File: src/lqrsg_pkg.sv
package lqrsg_pkg;

	// Window geometry
	localparam int TAPS = 11;
	localparam int PTR_W = $clog2(TAPS);
	localparam int ANG_W = 20;

	// Shared multiplier and accumulator widths
	localparam int A_W = 26;
	localparam int B_W = 25;
	localparam int P_W = A_W + B_W;
	localparam int ACC_W = 64;

	// Negated feedback sum, clamped so that the torque product splits in two halves
	localparam int N_W = 37;
	localparam int N_SPLIT = 18;

	// Configuration port
	localparam int CFG_IDX_W = 3;
	localparam int CFG_DATA_W = 24;

	typedef logic [PTR_W-1:0] ptr_t;
	typedef logic [CFG_IDX_W-1:0] reg_idx_t;

	localparam reg_idx_t REG_GAIN_POS = 3'd0;
	localparam reg_idx_t REG_GAIN_VEL = 3'd1;
	localparam reg_idx_t REG_GAIN_ANG = 3'd2;
	localparam reg_idx_t REG_GAIN_RATE = 3'd3;
	localparam reg_idx_t REG_HOME = 3'd4;
	localparam reg_idx_t REG_RADIUS = 3'd5;
	localparam reg_idx_t REG_TORQUE_LIM = 3'd6;
	localparam reg_idx_t REG_CART_LIM = 3'd7;

	// pi/180 in Q25
	localparam logic signed [B_W-1:0] DEG_TO_RAD_Q25 = 25'sd585635;
	// 1e-5 rad/s in Q31
	localparam logic signed [ACC_W-1:0] RATE_DEADBAND = 64'sd21475;
	localparam logic signed [ACC_W-1:0] RATE_MAX = 64'sd8388607;
	localparam logic signed [ACC_W-1:0] RATE_MIN = -64'sd8388608;
	localparam logic signed [ACC_W-1:0] U_MAX = (64'sd1 <<< (N_W - 1)) - 64'sd1;

	typedef struct packed {
		logic signed [23:0] gain_cart_pos;
		logic signed [23:0] gain_cart_vel;
		logic signed [23:0] gain_pole_ang;
		logic signed [23:0] gain_pole_rate;
		logic signed [23:0] home_offset;
		logic [15:0] pulley_radius;
		logic [14:0] torque_limit;
		logic [15:0] cart_limit;
	} cfg_t;

	localparam cfg_t RESET_CFG = '{
		gain_cart_pos: 24'sd114487,
		gain_cart_vel: 24'sd157053,
		gain_pole_ang: 24'sd888199,
		gain_pole_rate: 24'sd25623,
		home_offset: 24'sd0,
		pulley_radius: 16'd1671,
		torque_limit: 15'd12288,
		cart_limit: 16'd13763
	};

	// Window memory requests from the sequencer
	typedef struct packed {
		logic rd_newest;
		logic rd_step;
		logic wr_en;
		logic signed [ANG_W-1:0] wr_data;
	} win_ctl_t;

	// Accumulator operation, applied in the cycle after the multiply
	typedef logic [1:0] acc_mode_t;
	localparam acc_mode_t ACC_HOLD = 2'd0;
	localparam acc_mode_t ACC_LOAD = 2'd1;
	localparam acc_mode_t ACC_ADD = 2'd2;

	typedef logic [1:0] acc_sh_t;
	localparam acc_sh_t SH_0 = 2'd0;
	localparam acc_sh_t SH_1 = 2'd1;
	localparam acc_sh_t SH_4 = 2'd2;
	localparam acc_sh_t SH_SPLIT = 2'd3;

	typedef struct packed {
		acc_mode_t mode;
		acc_sh_t sh;
	} mac_op_t;

	function automatic ptr_t ptr_inc(input ptr_t p);
		return (p == ptr_t'(TAPS - 1)) ? '0 : p + ptr_t'(1);
	endfunction

	function automatic ptr_t ptr_dec(input ptr_t p);
		return (p == '0) ? ptr_t'(TAPS - 1) : p - ptr_t'(1);
	endfunction

	// Round to nearest with halves up, then drop s fraction bits
	function automatic logic signed [ACC_W-1:0] round_shr(
		input logic signed [ACC_W-1:0] v,
		input int unsigned s
	);
		logic signed [ACC_W-1:0] half;
		half = 64'sd1 <<< (s - 1);
		return (v + half) >>> s;
	endfunction

	// Derivative weights in Q16, oldest window entry first
	function automatic logic signed [B_W-1:0] sg_weight(input ptr_t idx);
		logic signed [B_W-1:0] w;
		unique case (idx)
			4'd0: w = 25'sd1909557;
			4'd1: w = -25'sd1871366;
			4'd2: w = -25'sd3386281;
			4'd3: w = -25'sd3201691;
			4'd4: w = -25'sd1884096;
			4'd5: w = 25'sd0;
			4'd6: w = 25'sd1884096;
			4'd7: w = 25'sd3201691;
			4'd8: w = 25'sd3386281;
			4'd9: w = 25'sd1871366;
			4'd10: w = -25'sd1909557;
			default: w = 25'sd0;
		endcase
		return w;
	endfunction

endpackage

File: src/lqrsg_regs.sv
module lqrsg_regs (
	input logic clk,
	input logic arst_n,
	input logic we,
	input lqrsg_pkg::reg_idx_t index,
	input logic [lqrsg_pkg::CFG_DATA_W-1:0] data,
	output lqrsg_pkg::cfg_t cfg
);

	lqrsg_pkg::cfg_t regs_q;

	// Store each register at its own width
	always_ff @(posedge clk or negedge arst_n) begin
		if (!arst_n) begin
			regs_q <= lqrsg_pkg::RESET_CFG;
		end else if (we) begin
			unique case (index)
				lqrsg_pkg::REG_GAIN_POS: regs_q.gain_cart_pos <= data;
				lqrsg_pkg::REG_GAIN_VEL: regs_q.gain_cart_vel <= data;
				lqrsg_pkg::REG_GAIN_ANG: regs_q.gain_pole_ang <= data;
				lqrsg_pkg::REG_GAIN_RATE: regs_q.gain_pole_rate <= data;
				lqrsg_pkg::REG_HOME: regs_q.home_offset <= data;
				lqrsg_pkg::REG_RADIUS: regs_q.pulley_radius <= data[15:0];
				lqrsg_pkg::REG_TORQUE_LIM: regs_q.torque_limit <= data[14:0];
				lqrsg_pkg::REG_CART_LIM: regs_q.cart_limit <= data[15:0];
			endcase
		end
	end

	assign cfg = regs_q;

endmodule

File: src/lqrsg_window.sv
module lqrsg_window (
	input logic clk,
	input logic arst_n,
	input lqrsg_pkg::win_ctl_t ctl,
	output logic signed [lqrsg_pkg::ANG_W-1:0] rd_data
);

	logic signed [lqrsg_pkg::ANG_W-1:0] mem [lqrsg_pkg::TAPS];
	logic signed [lqrsg_pkg::ANG_W-1:0] rd_q;
	logic [lqrsg_pkg::TAPS-1:0] vbit_q;
	logic rd_ok_q;
	lqrsg_pkg::ptr_t wp_q;
	lqrsg_pkg::ptr_t rp_q;
	lqrsg_pkg::ptr_t rd_addr;

	// Newest entry sits just behind the write pointer; taps walk from the read pointer
	assign rd_addr = ctl.rd_newest ? lqrsg_pkg::ptr_dec(wp_q) : rp_q;

	// Simple dual-port style array: one write and one registered read a cycle
	always_ff @(posedge clk) begin
		if (ctl.wr_en) begin
			mem[wp_q] <= ctl.wr_data;
		end
		rd_q <= mem[rd_addr];
	end

	// Pointers and per-entry valid bits
	always_ff @(posedge clk or negedge arst_n) begin
		if (!arst_n) begin
			vbit_q <= '0;
			wp_q <= '0;
			rp_q <= '0;
			rd_ok_q <= 1'b0;
		end else begin
			rd_ok_q <= vbit_q[rd_addr];
			if (ctl.wr_en) begin
				vbit_q[wp_q] <= 1'b1;
				wp_q <= lqrsg_pkg::ptr_inc(wp_q);
			end
			if (ctl.rd_newest) begin
				rp_q <= lqrsg_pkg::ptr_inc(wp_q);
			end else if (ctl.rd_step) begin
				rp_q <= lqrsg_pkg::ptr_inc(rp_q);
			end
		end
	end

	// An entry never written reads as zero
	assign rd_data = rd_ok_q ? rd_q : '0;

endmodule

File: src/lqrsg_mac.sv
module lqrsg_mac (
	input logic clk,
	input logic arst_n,
	input logic signed [lqrsg_pkg::A_W-1:0] a,
	input logic signed [lqrsg_pkg::B_W-1:0] b,
	input lqrsg_pkg::mac_op_t op,
	output logic signed [lqrsg_pkg::P_W-1:0] prod,
	output logic signed [lqrsg_pkg::ACC_W-1:0] acc
);

	logic signed [lqrsg_pkg::P_W-1:0] mul;
	logic signed [lqrsg_pkg::P_W-1:0] prod_s1;
	logic signed [lqrsg_pkg::ACC_W-1:0] ext;
	logic signed [lqrsg_pkg::ACC_W-1:0] addend;
	logic signed [lqrsg_pkg::ACC_W-1:0] acc_q;
	lqrsg_pkg::mac_op_t op_s1;

	assign mul = lqrsg_pkg::P_W'(a) * lqrsg_pkg::P_W'(b);
	assign ext = lqrsg_pkg::ACC_W'(prod_s1);

	// Align the product to the accumulator's binary point
	always_comb begin
		unique case (op_s1.sh)
			lqrsg_pkg::SH_0: addend = ext;
			lqrsg_pkg::SH_1: addend = ext <<< 1;
			lqrsg_pkg::SH_4: addend = ext <<< 4;
			lqrsg_pkg::SH_SPLIT: addend = ext <<< lqrsg_pkg::N_SPLIT;
		endcase
	end

	// Carry the operation alongside the product
	always_ff @(posedge clk or negedge arst_n) begin
		if (!arst_n) begin
			op_s1 <= '{mode: lqrsg_pkg::ACC_HOLD, sh: lqrsg_pkg::SH_0};
		end else begin
			op_s1 <= op;
		end
	end

	// Register the product, then load or add it
	always_ff @(posedge clk) begin
		prod_s1 <= mul;
		unique case (op_s1.mode)
			lqrsg_pkg::ACC_LOAD: acc_q <= addend;
			lqrsg_pkg::ACC_ADD: acc_q <= acc_q + addend;
			default: acc_q <= acc_q;
		endcase
	end

	assign prod = prod_s1;
	assign acc = acc_q;

endmodule

File: src/lqr_balance_with_sg_rate_core.sv
// Cart-pole balance controller: LQR state feedback with an 11-tap
// Savitzky-Golay pole-rate estimate, in fixed point.
// Input channel (in_valid/in_stall): one request per control tick carrying
// motor position, motor velocity, pole angle in degrees and angle_valid.
// Output channel (out_valid/out_stall): one result per request with the
// saturated torque, the clip flag, the cart fault and the pole rate.
// Configuration channel (cfg_valid/cfg_ready): cfg_ready is always high;
// write registers only while no request is in flight.
// The core takes no new request until the last one has been worked through,
// as the single shared multiplier (20 products) and the one-read-a-cycle
// angle window memory serve each request in turn.
// While the output register still holds an untaken result the next request
// is accepted and worked on; it waits in its last step if out_stall is high.
// Reset returns the configuration registers to their defaults and empties the
// window, whose entries then read as zero angle; no clearing pass is needed.
module lqr_balance_with_sg_rate_core (
	input logic clk,
	input logic arst_n,
	input logic in_valid,
	output logic in_stall,
	input logic signed [23:0] motor_pos,
	input logic signed [23:0] motor_vel,
	input logic signed [15:0] pole_angle_deg,
	input logic angle_valid,
	output logic out_valid,
	input logic out_stall,
	output logic signed [15:0] torque_cmd,
	output logic torque_saturated,
	output logic cart_fault,
	output logic signed [23:0] pole_rate,
	input logic cfg_valid,
	output logic cfg_ready,
	input logic [lqrsg_pkg::CFG_IDX_W-1:0] cfg_index,
	input logic [lqrsg_pkg::CFG_DATA_W-1:0] cfg_data
);

	localparam logic [3:0] S_IDLE = 4'd0;
	localparam logic [3:0] S_NEW = 4'd1;
	localparam logic [3:0] S_ANG = 4'd2;
	localparam logic [3:0] S_TAP = 4'd3;
	localparam logic [3:0] S_TOP = 4'd4;
	localparam logic [3:0] S_VEL = 4'd5;
	localparam logic [3:0] S_RATE = 4'd6;
	localparam logic [3:0] S_KV = 4'd7;
	localparam logic [3:0] S_KA = 4'd8;
	localparam logic [3:0] S_KR = 4'd9;
	localparam logic [3:0] S_SUM = 4'd10;
	localparam logic [3:0] S_NEG = 4'd11;
	localparam logic [3:0] S_TLO = 4'd12;
	localparam logic [3:0] S_THI = 4'd13;
	localparam logic [3:0] S_TEND = 4'd14;
	localparam logic [3:0] S_DONE = 4'd15;

	localparam lqrsg_pkg::ptr_t LAST_TAP = lqrsg_pkg::ptr_t'(lqrsg_pkg::TAPS - 2);

	lqrsg_pkg::cfg_t cfg;
	lqrsg_pkg::win_ctl_t win_ctl;
	lqrsg_pkg::mac_op_t mac_op;

	logic [3:0] state_q, state_d;
	lqrsg_pkg::ptr_t tap_q;
	logic out_valid_q;
	logic out_free;

	// Captured request
	logic signed [23:0] pos_q;
	logic signed [23:0] vel_q;
	logic signed [15:0] deg_q;
	logic avalid_q;

	// Intermediate results
	logic signed [lqrsg_pkg::ANG_W-1:0] ang_q;
	logic signed [24:0] x16_q;
	logic signed [23:0] v16_q;
	logic signed [23:0] rate_q;
	logic signed [lqrsg_pkg::N_W-1:0] n_q;
	logic fault_q;

	// Output register
	logic signed [15:0] torque_q;
	logic sat_q;
	logic fault_out_q;
	logic signed [23:0] rate_out_q;

	logic signed [lqrsg_pkg::ANG_W-1:0] win_data;
	logic signed [lqrsg_pkg::A_W-1:0] mul_a;
	logic signed [lqrsg_pkg::B_W-1:0] mul_b;
	logic signed [lqrsg_pkg::P_W-1:0] prod;
	logic signed [lqrsg_pkg::ACC_W-1:0] acc;
	logic signed [lqrsg_pkg::ACC_W-1:0] prod64;
	logic signed [lqrsg_pkg::B_W-1:0] radius_b;
	logic signed [24:0] diff;
	logic signed [lqrsg_pkg::ANG_W-1:0] ang_new;
	logic signed [lqrsg_pkg::P_W-1:0] xp_mag;
	logic [lqrsg_pkg::P_W-1:0] cart_lim_q16;
	logic signed [lqrsg_pkg::ACC_W-1:0] rate_full;
	logic signed [23:0] rate_next;
	logic signed [lqrsg_pkg::ACC_W-1:0] u_full;
	logic signed [lqrsg_pkg::ACC_W-1:0] u_clamp;
	logic signed [lqrsg_pkg::ACC_W-1:0] t_full;
	logic signed [lqrsg_pkg::ACC_W-1:0] tlim_s;
	logic signed [15:0] torque_next;
	logic sat_next;

	assign cfg_ready = 1'b1;

	lqrsg_regs u_regs (
		.clk(clk),
		.arst_n(arst_n),
		.we(cfg_valid && cfg_ready),
		.index(cfg_index),
		.data(cfg_data),
		.cfg(cfg)
	);

	lqrsg_window u_window (
		.clk(clk),
		.arst_n(arst_n),
		.ctl(win_ctl),
		.rd_data(win_data)
	);

	lqrsg_mac u_mac (
		.clk(clk),
		.arst_n(arst_n),
		.a(mul_a),
		.b(mul_b),
		.op(mac_op),
		.prod(prod),
		.acc(acc)
	);

	assign in_stall = (state_q != S_IDLE);
	assign out_free = !out_valid_q || !out_stall;
	assign prod64 = lqrsg_pkg::ACC_W'(prod);
	assign radius_b = lqrsg_pkg::B_W'($signed({1'b0, cfg.pulley_radius}));
	assign diff = 25'(pos_q) - 25'(cfg.home_offset);

	// New window angle: converted reading, or the newest stored one again
	assign ang_new = avalid_q ? lqrsg_pkg::ANG_W'(lqrsg_pkg::round_shr(prod64, 16)) : win_data;

	// Cart displacement against the travel limit, exact on the Q32 product
	assign xp_mag = prod[lqrsg_pkg::P_W-1] ? -prod : prod;
	assign cart_lim_q16 = {{(lqrsg_pkg::P_W - 32){1'b0}}, cfg.cart_limit, 16'd0};

	// Pole rate: deadband, round to Q12, saturate
	always_comb begin
		rate_full = lqrsg_pkg::round_shr(acc, 19);
		if (acc > -lqrsg_pkg::RATE_DEADBAND && acc < lqrsg_pkg::RATE_DEADBAND) begin
			rate_next = '0;
		end else if (rate_full > lqrsg_pkg::RATE_MAX) begin
			rate_next = 24'(lqrsg_pkg::RATE_MAX);
		end else if (rate_full < lqrsg_pkg::RATE_MIN) begin
			rate_next = 24'(lqrsg_pkg::RATE_MIN);
		end else begin
			rate_next = 24'(rate_full);
		end
	end

	// Feedback sum to Q14, clamped where the torque saturates anyway
	always_comb begin
		u_full = lqrsg_pkg::round_shr(acc, 10);
		priority if (u_full > lqrsg_pkg::U_MAX) begin
			u_clamp = lqrsg_pkg::U_MAX;
		end else if (u_full < -lqrsg_pkg::U_MAX) begin
			u_clamp = -lqrsg_pkg::U_MAX;
		end else begin
			u_clamp = u_full;
		end
	end

	// Torque to Q10 and clip to the limit
	always_comb begin
		t_full = lqrsg_pkg::round_shr(acc, 20);
		tlim_s = lqrsg_pkg::ACC_W'($signed({1'b0, cfg.torque_limit}));
		priority if (t_full > tlim_s) begin
			torque_next = 16'(tlim_s);
			sat_next = 1'b1;
		end else if (t_full < -tlim_s) begin
			torque_next = 16'(-tlim_s);
			sat_next = 1'b1;
		end else begin
			torque_next = 16'(t_full);
			sat_next = 1'b0;
		end
	end

	// Multiplier operands, accumulator operation and window requests per step
	always_comb begin
		mul_a = '0;
		mul_b = '0;
		mac_op = '{mode: lqrsg_pkg::ACC_HOLD, sh: lqrsg_pkg::SH_0};
		win_ctl = '{rd_newest: 1'b0, rd_step: 1'b0, wr_en: 1'b0, wr_data: ang_new};
		unique case (state_q)
			S_NEW: begin
				mul_a = lqrsg_pkg::A_W'(deg_q);
				mul_b = lqrsg_pkg::DEG_TO_RAD_Q25;
				win_ctl.rd_newest = 1'b1;
			end
			S_ANG: begin
				mul_a = lqrsg_pkg::A_W'(diff);
				mul_b = radius_b;
				win_ctl.wr_en = 1'b1;
				win_ctl.rd_step = 1'b1;
			end
			S_TAP: begin
				mul_a = lqrsg_pkg::A_W'(win_data);
				mul_b = lqrsg_pkg::sg_weight(tap_q);
				mac_op.mode = (tap_q == '0) ? lqrsg_pkg::ACC_LOAD : lqrsg_pkg::ACC_ADD;
				win_ctl.rd_step = (tap_q != LAST_TAP);
			end
			S_TOP: begin
				mul_a = lqrsg_pkg::A_W'(ang_q);
				mul_b = lqrsg_pkg::sg_weight(lqrsg_pkg::ptr_t'(lqrsg_pkg::TAPS - 1));
				mac_op.mode = lqrsg_pkg::ACC_ADD;
			end
			S_VEL: begin
				mul_a = lqrsg_pkg::A_W'(vel_q);
				mul_b = radius_b;
			end
			S_RATE: begin
				mul_a = lqrsg_pkg::A_W'(x16_q);
				mul_b = lqrsg_pkg::B_W'(cfg.gain_cart_pos);
				mac_op.mode = lqrsg_pkg::ACC_LOAD;
			end
			S_KV: begin
				mul_a = lqrsg_pkg::A_W'(v16_q);
				mul_b = lqrsg_pkg::B_W'(cfg.gain_cart_vel);
				mac_op.mode = lqrsg_pkg::ACC_ADD;
			end
			S_KA: begin
				mul_a = lqrsg_pkg::A_W'(ang_q);
				mul_b = lqrsg_pkg::B_W'(cfg.gain_pole_ang);
				mac_op = '{mode: lqrsg_pkg::ACC_ADD, sh: lqrsg_pkg::SH_1};
			end
			S_KR: begin
				mul_a = lqrsg_pkg::A_W'(rate_q);
				mul_b = lqrsg_pkg::B_W'(cfg.gain_pole_rate);
				mac_op = '{mode: lqrsg_pkg::ACC_ADD, sh: lqrsg_pkg::SH_4};
			end
			S_TLO: begin
				mul_a = lqrsg_pkg::A_W'($signed({1'b0, n_q[lqrsg_pkg::N_SPLIT-1:0]}));
				mul_b = radius_b;
				mac_op.mode = lqrsg_pkg::ACC_LOAD;
			end
			S_THI: begin
				mul_a = lqrsg_pkg::A_W'($signed(n_q[lqrsg_pkg::N_W-1:lqrsg_pkg::N_SPLIT]));
				mul_b = radius_b;
				mac_op = '{mode: lqrsg_pkg::ACC_ADD, sh: lqrsg_pkg::SH_SPLIT};
			end
			default: begin
			end
		endcase
	end

	// Step sequence
	always_comb begin
		state_d = state_q;
		unique case (state_q)
			S_IDLE: if (in_valid) state_d = S_NEW;
			S_NEW: state_d = S_ANG;
			S_ANG: state_d = S_TAP;
			S_TAP: if (tap_q == LAST_TAP) state_d = S_TOP;
			S_TOP: state_d = S_VEL;
			S_VEL: state_d = S_RATE;
			S_RATE: state_d = S_KV;
			S_KV: state_d = S_KA;
			S_KA: state_d = S_KR;
			S_KR: state_d = S_SUM;
			S_SUM: state_d = S_NEG;
			S_NEG: state_d = S_TLO;
			S_TLO: state_d = S_THI;
			S_THI: state_d = S_TEND;
			S_TEND: state_d = S_DONE;
			S_DONE: if (out_free) state_d = S_IDLE;
		endcase
	end

	// Control state
	always_ff @(posedge clk or negedge arst_n) begin
		if (!arst_n) begin
			state_q <= S_IDLE;
			tap_q <= '0;
			out_valid_q <= 1'b0;
		end else begin
			state_q <= state_d;
			if (state_q == S_ANG) begin
				tap_q <= '0;
			end else if (state_q == S_TAP) begin
				tap_q <= tap_q + lqrsg_pkg::ptr_t'(1);
			end
			if (state_q == S_DONE && out_free) begin
				out_valid_q <= 1'b1;
			end else if (!out_stall) begin
				out_valid_q <= 1'b0;
			end
		end
	end

	// Payload registers
	always_ff @(posedge clk) begin
		if (state_q == S_IDLE && in_valid) begin
			pos_q <= motor_pos;
			vel_q <= motor_vel;
			deg_q <= pole_angle_deg;
			avalid_q <= angle_valid;
		end
		if (state_q == S_ANG) begin
			ang_q <= ang_new;
		end
		if (state_q == S_TAP && tap_q == '0) begin
			x16_q <= 25'(lqrsg_pkg::round_shr(prod64, 16));
			fault_q <= $unsigned(xp_mag) > cart_lim_q16;
		end
		if (state_q == S_RATE) begin
			v16_q <= 24'(lqrsg_pkg::round_shr(prod64, 16));
			rate_q <= rate_next;
		end
		if (state_q == S_NEG) begin
			n_q <= lqrsg_pkg::N_W'(-u_clamp);
		end
		if (state_q == S_DONE && out_free) begin
			torque_q <= torque_next;
			sat_q <= sat_next;
			fault_out_q <= fault_q;
			rate_out_q <= rate_q;
		end
	end

	assign out_valid = out_valid_q;
	assign torque_cmd = torque_q;
	assign torque_saturated = sat_q;
	assign cart_fault = fault_out_q;
	assign pole_rate = rate_out_q;

endmodule

File: config.mk
export PLATFORM = sky130hd
export DESIGN_NAME = lqr_balance_with_sg_rate_core
export DESIGN_NICKNAME = d
export VERILOG_FILES = /design/src/lqrsg_pkg.sv /design/src/lqrsg_regs.sv /design/src/lqrsg_window.sv /design/src/lqrsg_mac.sv /design/src/lqr_balance_with_sg_rate_core.sv
export SDC_FILE = /design/constraint.sdc
export NUM_CORES = 2
export LEC_CHECK = 0
export ABC_AREA = 1
export BUFFER_PORTS_ARGS = -buffer_cell sky130_fd_sc_hd__buf_2
export CAP_MARGIN = 10
export CORE_ASPECT_RATIO = 1.4
export CORE_MARGIN = 4
export CORE_UTILIZATION = 50
export CTS_CLUSTER_DIAMETER = 30
export DETAILED_ROUTE_END_ITERATION = 7
export PLACE_DENSITY = 0.66
export RECOVER_POWER = 25
export SETUP_SLACK_MARGIN = 0.5
export SLEW_MARGIN = 20
export SYNTH_ARGS = -nofsm -noshare
export SYNTH_HDL_FRONTEND = slang
export SYNTH_SLANG_ARGS = --single-unit
File: constraint.sdc
create_clock -name clk -period 11.6 [get_ports clk]
set_input_delay 1.74 -clock clk [delete_from_list [all_inputs] [get_ports clk]]
set_output_delay 1.74 -clock clk [all_outputs]
set_load 0.01 [all_outputs]
==> impl_metrics.prom <==
# TYPE chip_impl_metric gauge
chip_impl_metric{name="design.die.area",unit="mm^2"} 0.1452
chip_impl_metric{name="whs",unit="ns"} 0.4536
chip_impl_metric{name="gr_util_met3",unit=""} 0.08108
chip_impl_metric{name="floorplan.initialDensity",unit=""} 0.5045
chip_impl_metric{name="finalCriticalPeriod",unit="ns"} 10.54
chip_impl_info{name="globalRoute.busiestLayer",value="met2"} 1
chip_impl_metric{name="wl",unit="mm"} 262.3
chip_impl_metric{name="worst_ep_required_time",unit="ns"} 12.25
chip_impl_metric{name="drtAntennaViolNets",unit=""} 0
chip_impl_metric{name="setup-tns-final",unit="ns"} 0
chip_impl_metric{name="path_max_fanout",unit=""} 20
chip_impl_metric{name="worst_path_largest_cell_delay",unit="ns"} 1.24
chip_impl_metric{name="clock_insertion_delay_worst_skew",unit="ns"} 0.80
chip_impl_info{name="endpoint_kind",value="flip-flop"} 1
chip_impl_metric{name="final-setup-viol-count",unit=""} 0
chip_impl_metric{name="drc",unit=""} 2
chip_impl_metric{name="globalRouteMet2Util",unit=""} 0.5747
chip_impl_metric{name="cts_buffer_depth",unit=""} 3
chip_impl_metric{name="syn-mean-instance-area",unit="um^2"} 8.399
chip_impl_info{name="hold_path.class",value="flip-flop to flip-flop"} 1
chip_impl_metric{name="dr_total_vias",unit=""} 60500
chip_impl_info{name="synthTopCellsByArea",value="sky130_fd_sc_hd__edfxtp_1 (23%), sky130_fd_sc_hd__fa_1 (19%), sky130_fd_sc_hd__nand2_1 (8.6%)"} 1
chip_impl_info{name="critical_path.slowest_cell",value="sky130_fd_sc_hd__a2111oi_1"} 1
chip_impl_metric{name="antenna_found_initial",unit=""} 16
chip_impl_metric{name="maxSlewHeadroom",unit=""} -2.380
chip_impl_metric{name="firstDrtPassIters",unit=""} 8
chip_impl_metric{name="mappedNetlistArea",unit="mm^2"} 0.06952
chip_impl_metric{name="grt_pass1_vias",unit=""} 60860
chip_impl_metric{name="portBuffers",unit=""} 140
chip_impl_metric{name="max_clock_freq",unit="MHz"} 94.84
chip_impl_metric{name="final_std_cell_area_no_fill",unit="mm^2"} 0.07725
chip_impl_metric{name="post_drt_via_cell_ratio",unit=""} 5.872
chip_impl_metric{name="fin_crit_sh",unit=""} 0.9090
chip_impl_info{name="timing.critical_path.from_type",value="flip-flop"} 1
chip_impl_metric{name="tritoncts.num_buffers",unit=""} 134
chip_impl_info{name="grt_setup_unrepaired",value="no"} 1
chip_impl_metric{name="slew_viol_final",unit=""} 484
chip_impl_info{name="cts_tree",value="built"} 1
chip_impl_metric{name="floorplan.rows",unit=""} 161
chip_impl_info{name="crit_top_cell",value="sky130_fd_sc_hd__inv_1"} 1
chip_impl_info{name="run_status",value="finished with violations"} 1
chip_impl_info{name="path_class",value="flip-flop to flip-flop"} 1
chip_impl_metric{name="timing_hold_violations_final",unit=""} 0
chip_impl_metric{name="grt_start_max_net_pins",unit=""} 96
chip_impl_metric{name="yosysWarnings",unit=""} 0
chip_impl_metric{name="globalRoute.totalOverflow",unit=""} 0
chip_impl_metric{name="clock_sinks",unit=""} 793
chip_impl_metric{name="syn_inst",unit=""} 8277
chip_impl_metric{name="fin_worst_skew",unit="ns"} 0.05013
chip_impl_metric{name="post_cts_hold_buffer_count",unit=""} 0
chip_impl_metric{name="synth.ff_latch_count",unit=""} 793
chip_impl_metric{name="detail_route.wl_per_cell",unit="um"} 25.46
chip_impl_info{name="startpoint",value="state_q[2]"} 1
chip_impl_info{name="yosysTopAreaCell",value="sky130_fd_sc_hd__edfxtp_1"} 1
chip_impl_metric{name="ios",unit=""} 142
chip_impl_metric{name="critPathArrivalTime",unit="ns"} 11.20
chip_impl_metric{name="worst-r2r-cell-count",unit=""} 36
chip_impl_info{name="violations",value="design-rule violations, max-capacitance violations, max-slew violations"} 1
chip_impl_metric{name="ys_async_sr_fraction",unit=""} 0.2522
chip_impl_metric{name="floorplan.die.height",unit="um"} 449.2
chip_impl_metric{name="syn2layout_area_growth",unit="%"} 11.12
chip_impl_metric{name="grtUsageTotal",unit=""} 0.3601
chip_impl_metric{name="chipWidth",unit="um"} 323.1
chip_impl_metric{name="finalWeightedCongestion",unit=""} 1.003
chip_impl_metric{name="maxCapViolCount",unit=""} 11
chip_impl_metric{name="first_iter_violations",unit=""} 7221
chip_impl_metric{name="synth-seq-area-share",unit=""} 0.3190
chip_impl_metric{name="synth_fp_nets",unit=""} 9379
chip_impl_info{name="worst_hold_startpoint",value="u_window.vbit_q[2]"} 1
chip_impl_metric{name="use_met1",unit=""} 0.4324
chip_impl_metric{name="drive_above_1_share",unit=""} 0.07966
chip_impl_metric{name="ctsHtreeMaxLevel",unit=""} 4
chip_impl_metric{name="placedInstanceArea",unit="mm^2"} 0.07251
chip_impl_metric{name="min_delay_path_depth",unit=""} 2
chip_impl_metric{name="synth_largest_type_area_fraction",unit=""} 0.2255
chip_impl_info{name="master_cell_of_the_clock_root_buffer",value="sky130_fd_sc_hd__clkbuf_16"} 1
chip_impl_info{name="synth_flop_cell",value="sky130_fd_sc_hd__edfxtp_1"} 1
chip_impl_metric{name="clock_pin_slew_on_the_worst_setup_and_hold_paths",unit="ns"} 0.06
chip_impl_metric{name="grt_first_pass_wirelength",unit="mm"} 386.0
chip_impl_info{name="r2r_start",value="state_q[2]"} 1
chip_impl_metric{name="worst_slew_pin_slew",unit="ns"} 5.070
chip_impl_metric{name="coreArea",unit="mm^2"} 0.1378
chip_impl_metric{name="edff_count_synth",unit=""} 522
chip_impl_metric{name="fin_nets",unit=""} 9488
chip_impl_metric{name="synth_cell_types",unit=""} 67
chip_impl_metric{name="dp.final_hpwl",unit="mm"} 205.0
## cell families (layout without fill, tap and decap cells)
group | Yosys count | count (layout) | share of synthesized area
simple gates | 2995 | 2995 | 0.1792
other cells | 1 | 12 | 0.00005394
xor+xnor | 284 | 284 | 0.03578
buf+inv | 1799 | 2021 | 0.09809
fa+ha+maj | 1005 | 1005 | 0.2530
compound gates | 1400 | 1400 | 0.1149
flops | 793 | 793 | 0.3190
## state kept, by name (all words and copies together) (netlist names), 11 cells and up
signal and cells:
ang_q 20, deg_q 16, n_q 37, pole_rate 24, pos_q 24, rate_q 24, torque_cmd 16, u_mac.acc 64
u_mac.prod 51, u_regs.cfg 167, u_window.mem 220, u_window.rd_q 20, u_window.vbit_q 11, v16_q 24, vel_q 24, x16_q 25
## cell usage after synthesis (all sizes together) (19+ instances only)
library cell	count
dfrtp	142
nand3	224
ha	337
buf	47
xor2	223
fa	668
dfstp	58
edfxtp	522
a221oi	24
o221ai	30
o22ai	50
a22o	32
dfxtp	71
nand2	1603
clkinv	25
o211ai	32
a211oi	19
a22oi	34
clkbuf	251
inv	1476
a21oi	372
or2	23
nor2	898
o21ai	652
a31oi	59
nand4	86
nor3	79
xnor2	61
nor4	62
## final timing paths
path	to	slack, ns
max in group asynchronous	u_regs.cfg[4]	5.17
worst max-delay path	u_mac.prod[48]	1.06
worst max register to register	u_mac.prod[48]	1.06
worst min-delay path	u_window.vbit_q[2]	0.45
worst min register to register	u_window.vbit_q[2]	0.45
min in group asynchronous	u_window.rd_ok_q	2.77
## critical path, delay by kind of cell (launching register included)
| kind | cells | cell delay [ns] |
|---|---|---|
| compound gates | 7 | 2.41 |
| xor+xnor | 1 | 0.17 |
| fa+ha+maj | 8 | 4.15 |
| buf+inv | 12 | 1.94 |
| flops | 1 | 0.41 |
| simple gates | 8 | 1.27 |
## layout make-up
type | count | area, um^2
Fill cell | 12700 | 60540
Multi-Input combinational cell | 5685 | 40760
Timing Repair Buffer | 271 | 1615
Sequential cell | 793 | 22170
Tap cell | 1793 | 2243
Inverter | 1501 | 5638
Antenna cell | 11 | 27.53
Clock buffer | 147 | 3463
Clock inverter | 102 | 1324
## metal layers
metal / wire [um] / vias to the layer above
met2: 121700 / 3251
met3: 24630 / 988
li1: - / 26860
met1: 93390 / 29400
met5: 54 / -
met4: 22540 / 8
## layout by cell type (no fill, tap or decap), types with 72 or more instances in the layout
cell	synthesis	routed
sky130_fd_sc_hd__clkbuf_16	0	135
sky130_fd_sc_hd__dfrtp_1	142	142
sky130_fd_sc_hd__inv_1	1471	1469
sky130_fd_sc_hd__ha_1	337	336
sky130_fd_sc_hd__nand3_1	215	215
sky130_fd_sc_hd__buf_2	23	118
sky130_fd_sc_hd__nand4_1	86	86
sky130_fd_sc_hd__buf_4	3	119
sky130_fd_sc_hd__nand2_1	1584	1581
sky130_fd_sc_hd__fa_1	668	667
sky130_fd_sc_hd__nor3_1	76	72
sky130_fd_sc_hd__edfxtp_1	522	522
sky130_fd_sc_hd__o21ai_0	632	622
sky130_fd_sc_hd__nor2_1	859	841
sky130_fd_sc_hd__a21oi_1	372	372
sky130_fd_sc_hd__xor2_1	223	223
## stage by stage
step | std cells | utilization | worst slack, ns
finish | 10300 | 0.5606 | 1.056
global route | 10300 | 0.5605 | 0.4910
CTS | 10290 | 0.5610 | 1.143
detailed placement | 10040 | 0.5263 | 1.176
global placement | 10040 | 0.5262 | 1.014
floorplan | 8277 | - | 1.911
## timing repair
action | CTS | global route
gates resized for setup | 0 | 5
setup endpoints to repair | 0 | 8
buffers inserted | 0 | 0
Power is not shown: default switching activity piles up to over one toggle a cycle in this logic, so the estimate is an artifact.
